File: src/rtl/core/bhd_pkg.sv
// Shared types and constants for the byte histogram with descending drain.
`timescale 1ns / 1ps

package bhd_pkg;

  // Fixed widths of the stream fields.
  localparam int unsigned IN_SYMBOL_W  = 8;
  localparam int unsigned OUT_SYMBOL_W = 8;
  localparam int unsigned OUT_COUNT_W  = 16;
  localparam int unsigned OUT_DATA_W   = OUT_SYMBOL_W + OUT_COUNT_W;

  // Item kinds carried on the input tuser.
  localparam logic KIND_COUNT = 1'b0;
  localparam logic KIND_DRAIN = 1'b1;

  // Commands from the controller to the datapath.
  typedef struct packed {
    logic start_count;  // count item accepted: read its counter and bitmap row
    logic start_drain;  // drain item accepted: pick the top row, read it
    logic count_update; // write back the incremented counter and row
    logic drain_pick;   // pick the top symbol in the row, clear its bit
    logic drain_emit;   // load the result into the output register
  } cmd_t;

endpackage

File: src/rtl/core/bhd_ctrl.sv
// Controller state machine: sequences count and drain items and owns the output valid.
`timescale 1ns / 1ps

module bhd_ctrl (
  input  logic          clk_i,
  input  logic          rst_ni,
  input  logic          in_valid_i,
  input  logic          in_kind_i,
  output logic          in_ready_o,
  output logic          out_valid_o,
  input  logic          out_ready_i,
  output bhd_pkg::cmd_t cmd_o
);

  typedef enum logic [1:0] {
    ST_IDLE,
    ST_CNT_UPD,
    ST_DRN_PICK,
    ST_DRN_OUT
  } state_e;

  state_e state_q, state_d;
  logic   out_valid_q, out_valid_d;
  logic   accept;
  logic   slot_free;

  assign in_ready_o = (state_q == ST_IDLE);
  assign accept     = in_valid_i && in_ready_o;
  assign slot_free  = !out_valid_q || out_ready_i;

  always_comb begin
    cmd_o       = '0;
    state_d     = state_q;
    out_valid_d = out_valid_q && !out_ready_i;
    case (state_q)
      ST_IDLE: begin
        if (accept) begin
          if (in_kind_i == bhd_pkg::KIND_DRAIN) begin
            cmd_o.start_drain = 1'b1;
            state_d           = ST_DRN_PICK;
          end else begin
            cmd_o.start_count = 1'b1;
            state_d           = ST_CNT_UPD;
          end
        end
      end
      ST_CNT_UPD: begin
        cmd_o.count_update = 1'b1;
        state_d            = ST_IDLE;
      end
      ST_DRN_PICK: begin
        cmd_o.drain_pick = 1'b1;
        state_d          = ST_DRN_OUT;
      end
      ST_DRN_OUT: begin
        if (slot_free) begin
          cmd_o.drain_emit = 1'b1;
          out_valid_d      = 1'b1;
          state_d          = ST_IDLE;
        end
      end
      default: begin
        state_d = ST_IDLE;
      end
    endcase
  end

  always_ff @(posedge clk_i or negedge rst_ni) begin
    if (!rst_ni) begin
      state_q     <= ST_IDLE;
      out_valid_q <= 1'b0;
    end else begin
      state_q     <= state_d;
      out_valid_q <= out_valid_d;
    end
  end

  assign out_valid_o = out_valid_q;

endmodule

File: config.mk
export PLATFORM = sky130hd
export DESIGN_NAME = bhd_ctrl
export DESIGN_NICKNAME = d
export VERILOG_FILES = /design/src/rtl/core/bhd_pkg.sv /design/src/rtl/core/bhd_ctrl.sv
export SDC_FILE = /design/constraint.sdc
export NUM_CORES = 1
export LEC_CHECK = 0
export BUFFER_PORTS_ARGS = -buffer_cell sky130_fd_sc_hd__buf_2
export CELL_PAD_IN_SITES_DETAIL_PLACEMENT = 0
export CELL_PAD_IN_SITES_GLOBAL_PLACEMENT = 1
export CORE_AREA = 3 3 40 42
export DETAILED_ROUTE_END_ITERATION = 10
export DIE_AREA = 0 0 43 45
export PLACE_DENSITY_LB_ADDON = 0.12
export SKIP_LAST_GASP = 1
export SLEW_MARGIN = 20
export SYNTH_ARGS = -nofsm -noshare
export SYNTH_HDL_FRONTEND = slang
export SYNTH_SLANG_ARGS = --single-unit
File: constraint.sdc
create_clock -name clk_i -period 0.95 [get_ports clk_i]
set_clock_uncertainty 0.1 [all_clocks]
set_input_delay 0.1425 -clock clk_i [delete_from_list [all_inputs] [get_ports clk_i]]
set_output_delay 0.1425 -clock clk_i [all_outputs]
set_load 0.01 [all_outputs]
==> run summary <==
Status - finished, violations left
Failing checks - negative setup slack
Critical Path RT - 0.71 ns
Most frequent cell after synthesis - nand2_1
Clock Latency Late Sink - 0.23 ns
Ys async rst share - 100%
Syn nets - 23
Initial core utilization - 12.4%
Die height - 45 um
Global-route usage over all layers - 6.09%
Post-place instance area - 277 um^2
Core Rows - 13
Peak VDD IR - 1.17 mV
Area taken by multi-input logic gates - 104 um^2
Slew Limit Fails - 0
Antenna diodes - 0
Total Power - 1.09 mW
DRC violations left - 0
CP Capture Point - cmd_o[4]
Simple-Gate Fraction of Synth Area - 42.5%
Avg Cell Area, Syn - 8.83 um^2
Fmax achieved - 774 MHz
Top post-synthesis cells by area - dfrtp_1, nand2_1, nor2b_1
Final setup violation count - 9
Min-Delay Path Class - in2reg
Setup crit start - state_q[1]
Root Buffer - clkbuf_4
CTS clk-pin slew, worst paths - 0.04 ns
Reg2Reg Depth - 4
Post-synth top area share - 47.2%
Worst EP arrival - 1.05 ns
Synth area leader - dfrtp_1
Share of cells above drive strength 1 - 67.5%
Clock Sinks - 3
CTS H-Tree Depth - 1
Setup CP Type - reg2out
Placed insts - 48
Dpl ws - -0.132 ns
Synth Area in XOR/XNOR - 0%
DRT Wirelength - 453 um
Synth Area in Adders - 0%
Worst-margin pin slew - 0.182 ns
Initial antenna violation count - 0
Synth top cells by count - nand2_1, dfrtp_1, nor2_1, nor2b_1
Num ports - 12
EDFF count, synth - 0
Worst setup SP type - register
R2R Setup Slk - -0.04 ns
Most used flip-flop cell after synthesis - dfrtp_1
Die span in x - 43 um
P_leak - 0.182 nW
Mapped Area - 159 um^2
Unrepaired setup endpoints after global routing - yes
Final ANT Viol Nets - 0
Critical path peak fanout - 6
Core Area - 1280 um^2
1st-iter DRT viols - 0
TritonCTS clock tree - yes
Worst setup margin - -0.342 ns
Vias - 192
Relative slew slack - 87.9%
Unique masters post-synth - 11
Port bufs - 11
Global-route wire length before repair - 814 um
Synth Instances - 18
Final std cells w/o fill - 55
Final hold violation count - 0
Pin count of the biggest net entering global routing - 9
Detailed Routing Iterations Pass 1 - 1
Design area - 343 um^2
Final nets - 46
Compound-Gate Fraction of Synth Area - 10.2%
CTS Buffer Depth - 2
Main combinational cell family by area after synthesis - simple AND/OR/NAND/NOR gates
Area Overhead vs Synth - 116%
Power Dens Cells - 3170 nW/um^2
Reg2reg start - out_valid_o
Vias in the first global route - 203
Cts bufs inserted - 3
Period utilization - 136%
Vias per cell - 3.49
Final global-route overflow total - 0
Hold depth - 3
DIE AREA - 1940 um^2
Post-synthesis mux area share - 0%
CP Capture Type - primary output
Setup TNS - -1.83 ns
Synth Register Bits - 3
Yosys warnings - 0
Worst r2r dst - state_q[0]
RD Place Congestion - 0.579
Storage cell area - 77.6 um^2
Fillers - 158
Sequential-to-total area share from yosys stat - 47.2%
Routed wire per std cell - 8.24 um
MaxCap Viol Count - 0
Minimum clock period - 1.29 ns
[registers in the layout, indices dropped and copies added (netlist names)]
register / flops
out_valid_o: 1
state_q: 2
[cells by family after synthesis]
kind of cell    after synthesis
compound gates                2
simple gates                 13
flops                         3
[layer usage]
metal	track usage (%)	up-vias	wire, um
li1	-	103	-
met1	5.33	85	164
met2	9.28	4	256
met3	3.19	0	32
met4	7.23	0	0
met5	0	-	0
[metrics by stage]
stage                     hold slack (ns)  util (%)
after detailed placement           -0.161      21.5
after global routing                0.146      26.7
final                               0.124      26.7
after global placement             -0.162      21.5
after floorplan                    -0.253         -
after CTS                           0.118      25.5
[power by group]
group / internal [mW] / switching (mW) / total (mW)
Combinational: 0.346 / 0.234 / 0.579
Clock: 0.157 / 0.0625 / 0.220
Sequential: 0.194 / 0.0947 / 0.289
Total: 0.697 / 0.391 / 1.09
[worst max-delay path, stage by stage (launching register included)]
cell and delay (ns):
dfrtp_2 0.44, nor2_4 0.13, nand2_2 0.06, nor2_2 0.06, buf_2 0.13
[cell type report]
type / count / share of cell area [%]
multi-input cells: 15 / 30.3
clock buffers: 4 / 7.66
repair buffers: 18 / 33.9
well taps: 15 / 5.47
flip-flops and latches: 3 / 22.6
[timing repair]
item	4_1_cts	5_1_grt
setup buffers	1	1
gates resized for setup	2	2
setup endpoints to repair	10	10
pin swaps	2	1
hold endpoints to repair	3	0
hold buffers	1	0
[worst min path at each step]
stage	from	to	slack (ns)
2_1_floorplan	rst_ni	out_valid_o	-0.25
3_3_place_gp	rst_ni	out_valid_o	-0.16
4_1_cts	in_valid_i	state_q[1]	0.12
3_5_place_dp	rst_ni	out_valid_o	-0.16
6_report	in_kind_i	state_q[1]	0.12
5_1_grt	rst_ni	out_valid_o	0.15
[cells in the final DEF, fill, tap and decap left out, types with 2 or more instances in the layout]
cell type  netlist  routed
nand2_1          4       3
buf_2            0      10
clkbuf_4         0       3
dfrtp_2          0       2
buf_4            0       6
No activity file was read; power rests on OpenSTA's default activity.
